--- src/hw/rtl/rwc_pkg.sv ---
// ---------------------------------------------------------------------------
// Rolling window checksum package
// Widths, reset constants and control bundles shared by the core.
// ---------------------------------------------------------------------------
`timescale 1ns / 1ps

package rwc_pkg;

    localparam int BYTE_W = 8;
    localparam int SUM_W  = 16;
    localparam int WLEN_W = 7;
    localparam int PROD_W = BYTE_W + WLEN_W;

    typedef logic [BYTE_W-1:0] t_byte;
    typedef logic [SUM_W-1:0]  t_sum;
    typedef logic [WLEN_W-1:0] t_wlen;
    typedef logic [PROD_W-1:0] t_prod;

    localparam t_wlen WLEN_RESET = 7'd32;

    typedef struct packed {
        logic  shift;
        t_wlen len_m1;
    } t_cell_ctrl;

    typedef struct packed {
        logic  step;
        logic  rolling;
        logic  clear;
        t_wlen len;
    } t_sum_ctrl;

endpackage

--- src/hw/rtl/rwc_cell.sv ---
// ---------------------------------------------------------------------------
// Rolling window checksum delay cell
// One byte stage of the window chain; loads the new byte when it is the
// insertion point for the current window length, else takes its neighbor.
// ---------------------------------------------------------------------------
`timescale 1ns / 1ps

module rwc_cell
    import rwc_pkg::*;
#(
    parameter int INDEX = 0
) (
    input  logic       i_clk,
    input  t_cell_ctrl i_ctrl,
    input  t_byte      i_new_byte,
    input  t_byte      i_next_byte,
    output t_byte      o_byte
);

    localparam t_wlen POS = t_wlen'(INDEX);

    t_byte r_byte;
    t_byte n_byte;

    always_comb begin
        if (i_ctrl.len_m1 == POS) begin
            n_byte = i_new_byte;
        end else begin
            n_byte = i_next_byte;
        end
    end

    always_ff @(posedge i_clk) begin
        if (i_ctrl.shift) begin
            r_byte <= n_byte;
        end
    end

    assign o_byte = r_byte;

endmodule

--- src/hw/rtl/rwc_sum.sv ---
// ---------------------------------------------------------------------------
// Rolling window checksum sum unit
// Holds the plain and weighted 16-bit sums and computes their next values.
// ---------------------------------------------------------------------------
`timescale 1ns / 1ps

module rwc_sum
    import rwc_pkg::*;
(
    input  logic      i_clk,
    input  logic      i_rst_n,
    input  t_sum_ctrl i_ctrl,
    input  t_byte     i_new_byte,
    input  t_byte     i_old_byte,
    output t_sum      o_sum_low_next,
    output t_sum      o_sum_wt_next
);

    t_sum  r_sum_low;
    t_sum  r_sum_wt;
    t_sum  n_sum_low;
    t_sum  n_sum_wt;
    t_prod w_prod;
    t_sum  w_new_ext;
    t_sum  w_old_ext;

    assign w_new_ext = {{(SUM_W-BYTE_W){1'b0}}, i_new_byte};
    assign w_old_ext = {{(SUM_W-BYTE_W){1'b0}}, i_old_byte};
    assign w_prod    = {{BYTE_W{1'b0}}, i_ctrl.len} * {{WLEN_W{1'b0}}, i_old_byte};

    always_comb begin
        if (i_ctrl.rolling) begin
            n_sum_low = r_sum_low - w_old_ext + w_new_ext;
            n_sum_wt  = r_sum_wt - {{(SUM_W-PROD_W){1'b0}}, w_prod} + n_sum_low;
        end else begin
            n_sum_low = r_sum_low + w_new_ext;
            n_sum_wt  = r_sum_wt + n_sum_low;
        end
    end

    always_ff @(posedge i_clk) begin
        if (!i_rst_n) begin
            r_sum_low <= '0;
            r_sum_wt  <= '0;
        end else if (i_ctrl.clear) begin
            r_sum_low <= '0;
            r_sum_wt  <= '0;
        end else if (i_ctrl.step) begin
            r_sum_low <= n_sum_low;
            r_sum_wt  <= n_sum_wt;
        end
    end

    assign o_sum_low_next = n_sum_low;
    assign o_sum_wt_next  = n_sum_wt;

endmodule

--- src/hw/rtl/rolling_window_checksum_core.sv ---
// ---------------------------------------------------------------------------
// Rolling window checksum core
// Results come in the cycle after their byte; one byte per cycle unless stalled.
// The oldest byte is always at the head of a byte chain, so no address search.
// Synchronous active-low reset: window length 32, sums and fill cleared.
// ---------------------------------------------------------------------------
`timescale 1ns / 1ps

module rolling_window_checksum_core
    import rwc_pkg::*;
#(
    parameter int MAX_WINDOW = 64
) (
    input  logic        i_clk,
    input  logic        i_rst_n,
    input  logic        i_cfg_wr_en,
    input  logic [6:0]  i_cfg_wr_data,
    input  logic        i_in_valid,
    output logic        o_in_ready,
    input  logic [7:0]  i_data_byte,
    output logic        o_out_valid,
    input  logic        i_out_ready,
    output logic [31:0] o_hash_value,
    output logic        o_window_full
);

    localparam int    NCELL   = (MAX_WINDOW > 127) ? 127 : MAX_WINDOW;
    localparam t_wlen LEN_CAP = t_wlen'(NCELL);

    t_wlen      r_wlen;
    t_wlen      r_fill;
    t_wlen      n_fill;
    t_wlen      w_len;
    logic       w_filling;
    logic       w_accept;
    logic       r_out_valid;
    logic [31:0] r_hash;
    logic       r_full;
    t_cell_ctrl w_cell_ctrl;
    t_sum_ctrl  w_sum_ctrl;
    t_byte      w_cell_byte [NCELL];
    t_sum       w_sum_low_next;
    t_sum       w_sum_wt_next;

    always_comb begin
        if (r_wlen == '0) begin
            w_len = t_wlen'(1);
        end else if (r_wlen > LEN_CAP) begin
            w_len = LEN_CAP;
        end else begin
            w_len = r_wlen;
        end
    end

    assign w_filling = (r_fill < w_len);
    assign n_fill    = w_filling ? (r_fill + t_wlen'(1)) : r_fill;
    assign o_in_ready = !r_out_valid || i_out_ready;
    assign w_accept   = i_in_valid && o_in_ready;

    assign w_cell_ctrl.shift  = w_accept;
    assign w_cell_ctrl.len_m1 = w_len - t_wlen'(1);

    assign w_sum_ctrl.step    = w_accept;
    assign w_sum_ctrl.rolling = !w_filling;
    assign w_sum_ctrl.clear   = i_cfg_wr_en;
    assign w_sum_ctrl.len     = w_len;

    for (genvar g = 0; g < NCELL; g++) begin : g_cell
        if (g == NCELL - 1) begin : g_tail
            rwc_cell #(
                .INDEX(g)
            ) u_cell (
                .i_clk      (i_clk),
                .i_ctrl     (w_cell_ctrl),
                .i_new_byte (i_data_byte),
                .i_next_byte('0),
                .o_byte     (w_cell_byte[g])
            );
        end else begin : g_body
            rwc_cell #(
                .INDEX(g)
            ) u_cell (
                .i_clk      (i_clk),
                .i_ctrl     (w_cell_ctrl),
                .i_new_byte (i_data_byte),
                .i_next_byte(w_cell_byte[g+1]),
                .o_byte     (w_cell_byte[g])
            );
        end
    end

    rwc_sum u_sum (
        .i_clk         (i_clk),
        .i_rst_n       (i_rst_n),
        .i_ctrl        (w_sum_ctrl),
        .i_new_byte    (i_data_byte),
        .i_old_byte    (w_cell_byte[0]),
        .o_sum_low_next(w_sum_low_next),
        .o_sum_wt_next (w_sum_wt_next)
    );

    always_ff @(posedge i_clk) begin
        if (!i_rst_n) begin
            r_wlen      <= WLEN_RESET;
            r_fill      <= '0;
            r_out_valid <= 1'b0;
        end else begin
            if (i_cfg_wr_en) begin
                r_wlen <= i_cfg_wr_data;
                r_fill <= '0;
            end else if (w_accept) begin
                r_fill <= n_fill;
            end
            if (w_accept) begin
                r_out_valid <= 1'b1;
            end else if (i_out_ready) begin
                r_out_valid <= 1'b0;
            end
        end
    end

    always_ff @(posedge i_clk) begin
        if (w_accept) begin
            r_hash <= {w_sum_low_next, w_sum_wt_next};
            r_full <= (n_fill >= w_len);
        end
    end

    assign o_out_valid   = r_out_valid;
    assign o_hash_value  = r_hash;
    assign o_window_full = r_full;

endmodule

--- config.mk ---
export PLATFORM = sky130hd
export DESIGN_NAME = rolling_window_checksum_core
export DESIGN_NICKNAME = d
export VERILOG_FILES = /design/src/hw/rtl/rwc_pkg.sv /design/src/hw/rtl/rwc_cell.sv /design/src/hw/rtl/rwc_sum.sv /design/src/hw/rtl/rolling_window_checksum_core.sv
export SDC_FILE = /design/constraint.sdc
export NUM_CORES = 1
export LEC_CHECK = 0
export BUFFER_PORTS_ARGS = -buffer_cell sky130_fd_sc_hd__buf_2
export CAP_MARGIN = 0
export CORE_MARGIN = 2
export CORE_UTILIZATION = 30
export CTS_BUF_LIST = sky130_fd_sc_hd__clkbuf_16
export DETAILED_ROUTE_END_ITERATION = 12
export HOLD_SLACK_MARGIN = 0.12
export SYNTH_ARGS = -nofsm -noshare
export SYNTH_HDL_FRONTEND = slang
export SYNTH_SLANG_ARGS = --single-unit
export TNS_END_PERCENT = 100
--- constraint.sdc ---
create_clock -name i_clk -period 19.15 [get_ports i_clk]
set_input_delay 0 -clock i_clk [delete_from_list [all_inputs] [get_ports i_clk]]
set_output_delay 0 -clock i_clk [all_outputs]
set_load 0.02 [all_outputs]
==> out/metrics.cfg, run 1 <==
[drt]
post_drt_wl_per_cell_um = 17.8
drt-total-wl_um = 67600
route.detailed.drc = 0
drt_iter0_markers = 1370
vias = 17800
count_of_tritonroute_iterations_in_the_first_routing_pass = 5
viasPerCell = 4.69
ant_nets = 0

[floorplanning]
design.portCount = 55
floorplan.initialDensity = 0.301
die_height_um = 326
die-area_um2 = 106000
placement_row_count = 118
core-area_um2 = 103000
die_x_um = 326

[place]
detailedPlacementHpwl_um = 43600
numPortBuffers = 54
place_ws_ns = 11.30
routabilityCongestion = 0.827

[yosys]
post_synth_mux_area_share = 0.158
synth_adder_area_share = 0.0817
synth_enable_flop_cells = 545
yosysWarningCount = 0
synth_ff_type = sky130_fd_sc_hd__edfxtp_1
synth-xor-area-share = 0.0182
ys_async_sr_fraction = 0
share_of_the_yosys_chip_area_belonging_to_registers = 0.557
area_of_the_mapped_netlist_um2 = 31100
post_synthesis_compound_gate_area_fraction = 0.0623
synth.lib_cells_used.distinct = 79
largest_family_of_logic_cells_by_synthesized_area = multiplexers
ys_seq_elements = 592
synthSimpleGateAreaFrac = 0.0856
synth_nets = 2494
syn_inst = 2309
postSynthAreaPerCell_um2 = 13.5

[status]
result_of_the_run = complete, no violations

[cts]
clk_latency_ns = 0.61
htreeDepth = 3
cts.clk_slew.worst_paths_ns = 0.06
tritoncts_clock_tree = yes
tritoncts_num_sinks = 592
number_of_cts_inserted_buffers = 68
cts_root_buf = sky130_fd_sc_hd__clkbuf_16
clock_buffer_depth = 3

[worst_setup_path]
cpPeakStageDelay_ns = 0.75
crit_type = input pin to flop
worst_setup_path_end_kind = flop
worst_ep_required_time_ns = 19.65
regToRegEndpoint = u_sum.r_sum_wt[15]$_SDFFE_PP0P_
reg2reg_depth = 26
crit_path_start_kind = input pin
crit_path_max_fanout = 19
regToRegSetupSlack_ns = 12.21
timing.rr.start = g_cell[0].g_body.u_cell.o_byte[2]$_DFFE_PP_
slowest_stage = sky130_fd_sc_hd__fa_1
cp.arrival_ns = 7.74

[timing]
final.setup.tns_ns = 0
slew_violations = 0
finalHoldWorstSlack_ns = 0.205
worst_slack_ns = 11.91
setup_violation_total_in_the_final_timing_report = 0
fmax_mhz = 138
worst-slew-pin-transition_ns = 1.15
min_period_over_period = 0.378
finalWorstPathRequiredPeriod_ns = 7.24
report.final.hold_viol_count = 0
unrepaired_setup_endpoints_after_global_routing = no
max_slew_margin = 0.235
final.setup_skew_ns = 0.0370

[cells_and_area]
layout.cells.most_common_list = sky130_fd_sc_hd__edfxtp_1, sky130_fd_sc_hd__mux2_2, sky130_fd_sc_hd__nand2_1
flow.area_growth_from_synthesis_pct = 13.6
drive_gt1_frac = 0.263
final_common_cell = sky130_fd_sc_hd__edfxtp_1
final_util = 0.342
nets = 2553

[run]
max-cap-violations = 0

[pwr]
leakage_uw = 0.0135
power.density_nw_per_um2 = 118
worst_ir_drop_vdd_mv = 0.101
p_total_uw = 4160

[global_routing]
grt_total_usage = 0.126
grt_start_max_net_pins = 206
antenna_found_initial = 3
overflow = 0
first_global_vias = 17800
grt_first_pass_wirelength_um = 106000

[hold_path]
hold_path_end = g_cell[63].g_tail.u_cell.o_byte[1]$_SDFFCE_PP0P_
hold_path_depth = 3
hold_path.class = input pin to flop
worstHoldStart = i_data_byte[1]

-- cell type report --
class	instances	area, µm²
Inverter	181	687
Tap cell	1380	1730
Clock inverter	54	558
Clock buffer	70	1750
Multi-Input combinational cell	1431	12600
Timing Repair Buffer	94	638
Antenna cell	1	2.50
Sequential cell	592	17300
Fill cell	10100	67800
-- worst max-delay path: cells and delay by family --
kind	cells	cell delay, ns
AOI/OAI and AO/OA	9	2.08
buffers and inverters	7	1.60
and+or+nand+nor	5	0.88
adders and majority gates	7	3.15
-- routing by layer --
layer	share of wire	GRT usage	wire length, µm
met1	0.49	0.181	32800
met2	0.45	0.193	30100
met3	0.048	0.0247	3240
met4	0.021	0.0351	1410
met5	0	0	0
-- report_power, final --
part	internal [µW]	leakage (µW)	switching, µW	total [µW]
Combinational	511	0.00665	733	1240
Clock	793	0.00117	551	1340
Sequential	1540	0.00567	36.0	1570
Total	2840	0.0135	1320	4160
-- cell usage after synthesis, drive strengths merged (7+ instances only) --
library cell,n,share of area
o21bai,8,0.0019
clkinv,7,0.00085
mux2i,12,0.0039
nor2b,17,0.0034
nand4,9,0.0020
o21ai,160,0.026
clkbuf,84,0.010
or3,8,0.0016
nor2,104,0.026
nor3,23,0.0037
dfxtp,47,0.030
a211oi,18,0.0044
fa,63,0.041
edfxtp,545,0.53
a21o,22,0.0053
ha,102,0.041
nand2b,17,0.0034
o211a,7,0.0023
nand2,194,0.024
o21a,12,0.0029
mux2,399,0.15
a21oi,54,0.0088
inv,174,0.021
xor2,21,0.0059
nand3,32,0.0055
buf,21,0.0047
and2,49,0.0099
xnor2,41,0.012
-- timing repair --
action / 4_1_cts / 5_1_grt
hold endpoints to repair: 20 / 0
resized for setup: 0 / 0
setup buffers: 0 / 0
hold buffers: 22 / 0
-- sequential cells by signal (all words and copies together), names as in the netlist --
name,flops
g_cell.g_body.u_cell.o_byte,504
o_hash_value,32
u_sum.r_sum_low,16
u_sum.r_sum_wt,16
g_cell.g_tail.u_cell.o_byte,8
r_fill,7
r_wlen,7
o_out_valid,1
o_window_full,1
-- logic make-up (layout without fill, tap and decap cells) --
family | count (synthesis) | in the layout
DFF | 592 | 592
and+or+nand+nor | 473 | 473
muxes | 411 | 411
AOI/OAI and AO/OA | 319 | 319
buffers and inverters | 286 | 399
adders and majority gates | 165 | 165
xor gates and xnor gates | 63 | 63
other | 0 | 1
-- how the worst max path moves through the flow --
stage	startpoint	end	slack, ns	cells after the start
global placement	i_data_byte[7]	u_sum.r_sum_wt[15]$_SDFFE_PP0P_	11.45	26
finish	i_data_byte[3]	u_sum.r_sum_wt[15]$_SDFFE_PP0P_	11.91	28
detailed placement	i_data_byte[7]	u_sum.r_sum_wt[15]$_SDFFE_PP0P_	11.30	26
global route	i_data_byte[7]	u_sum.r_sum_wt[15]$_SDFFE_PP0P_	11.50	26
floorplan	o_out_valid$_SDFFE_PN0P_	u_sum.r_sum_wt[8]$_SDFFE_PP0P_	2.22	6
CTS	i_data_byte[7]	u_sum.r_sum_wt[15]$_SDFFE_PP0P_	11.98	26
-- through the flow --
stage                     cells  instance area (µm²)
final                      3803                35300
after global routing       3803                35300
after CTS                  3802                35300
after detailed placement   3656                32800
after global placement     3656                32800
after floorplan            2309                31100
Note: power is estimated with default switching activity, not from simulation.
==> inputs of run 2 (changes only) <==
==> constraint.sdc (replaced) <==
create_clock -name i_clk -period 6.3 [get_ports i_clk]
set_input_delay 0 -clock i_clk [delete_from_list [all_inputs] [get_ports i_clk]]
set_output_delay 0 -clock i_clk [all_outputs]
set_load 0.02 [all_outputs]
==> run 2 against run 1 <==
Hold slack improved by 0.076 ns. Clock power grew to 2.8 times the previous value. Non-clock buffer count increased by 81. Sequential cell count did not move. Sequential power rose to 3.0 times the previous value. Die area unchanged. Clock skew increased by 0.0088 ns. Count of clock-buffer cells in the layout is 1 lower. Combinational power increased to 4.2 times the previous value. Worst setup slack lost 12 ns. Routed wire length shrank 0.19%.
==> out/metrics.cfg, run 2 (synthesis results as in run 1) <==
[status]
result_of_the_run = complete, no violations

[timing]
worst-slew-pin-transition_ns = 1.02
setup_violation_total_in_the_final_timing_report = 0
report.final.hold_viol_count = 0
unrepaired_setup_endpoints_after_global_routing = yes
finalWorstPathRequiredPeriod_ns = 6.25
fmax_mhz = 160
worst_slack_ns = 0.0489
max_slew_margin = 0.323
slew_violations = 0
final.setup_skew_ns = 0.0458
min_period_over_period = 0.992

[cts]
cts.clk_slew.worst_paths_ns = 0.06
clock_buffer_depth = 3
clk_latency_ns = 0.63
number_of_cts_inserted_buffers = 69
cts_root_buf = sky130_fd_sc_hd__clkbuf_16
tritoncts_num_sinks = 592
htreeDepth = 3
tritoncts_clock_tree = yes

[global_routing]
overflow = 0
grt_start_max_net_pins = 183
first_global_vias = 18000
grt_total_usage = 0.125
antenna_found_initial = 3
grt_first_pass_wirelength_um = 106000

[cells_and_area]
drive_gt1_frac = 0.293
layout.cells.most_common_list = sky130_fd_sc_hd__edfxtp_1, sky130_fd_sc_hd__mux2_2, sky130_fd_sc_hd__nand2_1
nets = 2635
final_common_cell = sky130_fd_sc_hd__edfxtp_1
post_layout_nonfiller_instances = 3882
antenna_cells_inserted = 0
largest_reg_flops = 504
flow.area_growth_from_synthesis_pct = 16.1

[run]
max-cap-violations = 0

[floorplanning]
floorplan.initialDensity = 0.301
die_height_um = 326
die-area_um2 = 106000
placement_row_count = 118
die_x_um = 326
design.portCount = 55
core-area_um2 = 103000

[worst_setup_path]
crit_type = flop to flop
crit_path_start_kind = flop
regToRegEndpoint = u_sum.r_sum_wt[14]$_SDFFE_PP0P_
regToRegSetupSlack_ns = 0.05
timing.rr.start = g_cell[0].g_body.u_cell.o_byte[2]$_DFFE_PP_
worst_setup_path_end_kind = flop
crit_path_max_fanout = 5
reg2reg_depth = 27
cp.arrival_ns = 6.77
crit_start = g_cell[0].g_body.u_cell.o_byte[2]$_DFFE_PP_
worst_ep_required_time_ns = 6.82
critPathCapture = u_sum.r_sum_wt[14]$_SDFFE_PP0P_

[pwr]
worst_ir_drop_vdd_mv = 0.595
p_total_uw = 13800
netSwitchingPower_uw = 4570
clkPwrFrac = 0.274
power.share.sequential = 0.345
netSwitchingFraction = 0.331
power_report.internal_total_uw = 9250
power.density_nw_per_um2 = 383
leakage_uw = 0.0139
pwr-share-comb = 0.380

[place]
post-place-cells = 3719
routabilityCongestion = 0.837
place_ws_ns = -0.190
detailedPlacementHpwl_um = 43200
numPortBuffers = 54

[drt]
drt_iter0_markers = 1403
route.detailed.drc = 0
vias = 18100
viasPerCell = 4.67
count_of_tritonroute_iterations_in_the_first_routing_pass = 5
drt-total-wl_um = 67400
post_drt_wl_per_cell_um = 17.4
ant_nets = 0

[hold_path]
hold_path_depth = 6
hold_path.class = input pin to flop

==> run 2: cell types whose count changed in the layout (fill, tap and decap cells not counted), sizes merged <==
cell and change:
clkbuf -1, buf +71, diode -1, inv +7, dlygate4sd3 +10, bufinv -7
==> run 2: metrics by stage <==
step / utilization / hold WS (ns) / instance area [µm²] / TNS (ns)
after global placement: 0.323 / 0.217 / 33200 / -0.233
final: 0.350 / 0.281 / 36100 / 0
after floorplan: - / 0.0619 / 31100 / 0
after global routing: 0.350 / 0.307 / 36100 / -1.12
after CTS: 0.347 / 0.233 / 35700 / 0
after detailed placement: 0.323 / 0.223 / 33200 / -0.365
==> run 2: power groups by stage <==
stage / registers (µW) / clock network (µW) / logic (µW)
after global routing: 4800 / 4050 / 5810
after floorplan: 4920 / 0 / 2900
final: 4770 / 3790 / 5260
after detailed placement: 4850 / 0 / 4350
after global placement: 4860 / 0 / 4320
after CTS: 4780 / 3910 / 4440
==> run 2: layout make-up <==
| type | instances | area [µm²] |
|---|---|---|
| inverters | 181 | 691 |
| flip-flops and latches | 592 | 17300 |
| repair buffers | 175 | 1290 |
| clock inverters | 54 | 427 |
| multi-input cells | 1431 | 12900 |
| fillers | 10100 | 67000 |
| well taps | 1380 | 1730 |
| clock buffers | 69 | 1730 |
==> run 2: worst max-delay path, cell delays in order, from the launching register on <==
cell and delay (ns):
sky130_fd_sc_hd__edfxtp_1 0.42, sky130_fd_sc_hd__fa_1 0.56, sky130_fd_sc_hd__inv_2 0.05, sky130_fd_sc_hd__ha_4 0.21, sky130_fd_sc_hd__nor2b_4 0.12, sky130_fd_sc_hd__o21a_1 0.20
sky130_fd_sc_hd__o21ai_2 0.18, sky130_fd_sc_hd__nand2b_1 0.09, sky130_fd_sc_hd__a21oi_2 0.13, sky130_fd_sc_hd__xnor2_1 0.14, sky130_fd_sc_hd__inv_1 0.08, sky130_fd_sc_hd__fa_1 0.49
sky130_fd_sc_hd__inv_2 0.04, sky130_fd_sc_hd__fa_1 0.49, sky130_fd_sc_hd__fa_1 0.54, sky130_fd_sc_hd__inv_1 0.05, sky130_fd_sc_hd__fa_1 0.48, sky130_fd_sc_hd__inv_2 0.04
sky130_fd_sc_hd__ha_4 0.18, sky130_fd_sc_hd__nor4_4 0.29, sky130_fd_sc_hd__inv_1 0.09, sky130_fd_sc_hd__o211ai_1 0.28, sky130_fd_sc_hd__buf_4 0.17, sky130_fd_sc_hd__buf_4 0.10
sky130_fd_sc_hd__a31oi_2 0.08, sky130_fd_sc_hd__xor2_1 0.26, sky130_fd_sc_hd__nor3_1 0.07, sky130_fd_sc_hd__a311oi_1 0.28
==> run 2: worst min-delay path by stage <==
stage,endpoint,start
after CTS,u_sum.r_sum_wt[13]$_SDFFE_PP0P_,i_out_ready
after detailed placement,r_wlen[5]$_SDFFE_PN1P_,i_cfg_wr_data[5]
final,u_sum.r_sum_wt[13]$_SDFFE_PP0P_,i_out_ready
after global routing,o_out_valid$_SDFFE_PN0P_,i_out_ready
after floorplan,r_wlen[5]$_SDFFE_PN1P_,i_rst_n
after global placement,r_wlen[5]$_SDFFE_PN1P_,i_cfg_wr_data[5]
==> run 2: per-layer routing <==
| layer | part of all wire | global-route usage |
|---|---|---|
| met1 | 0.48 | 0.178 |
| met2 | 0.47 | 0.199 |
| met3 | 0.034 | 0.0188 |
| met4 | 0.016 | 0.0307 |
| met5 | 0 | 0 |
==> run 2: what timing repair did <==
item	CTS	global route
pin swaps	2	39
hold endpoints to repair	62	0
endpoints found under the setup margin	6	14
setup buffers	0	8
hold buffers	32	0
gates resized for setup	10	54
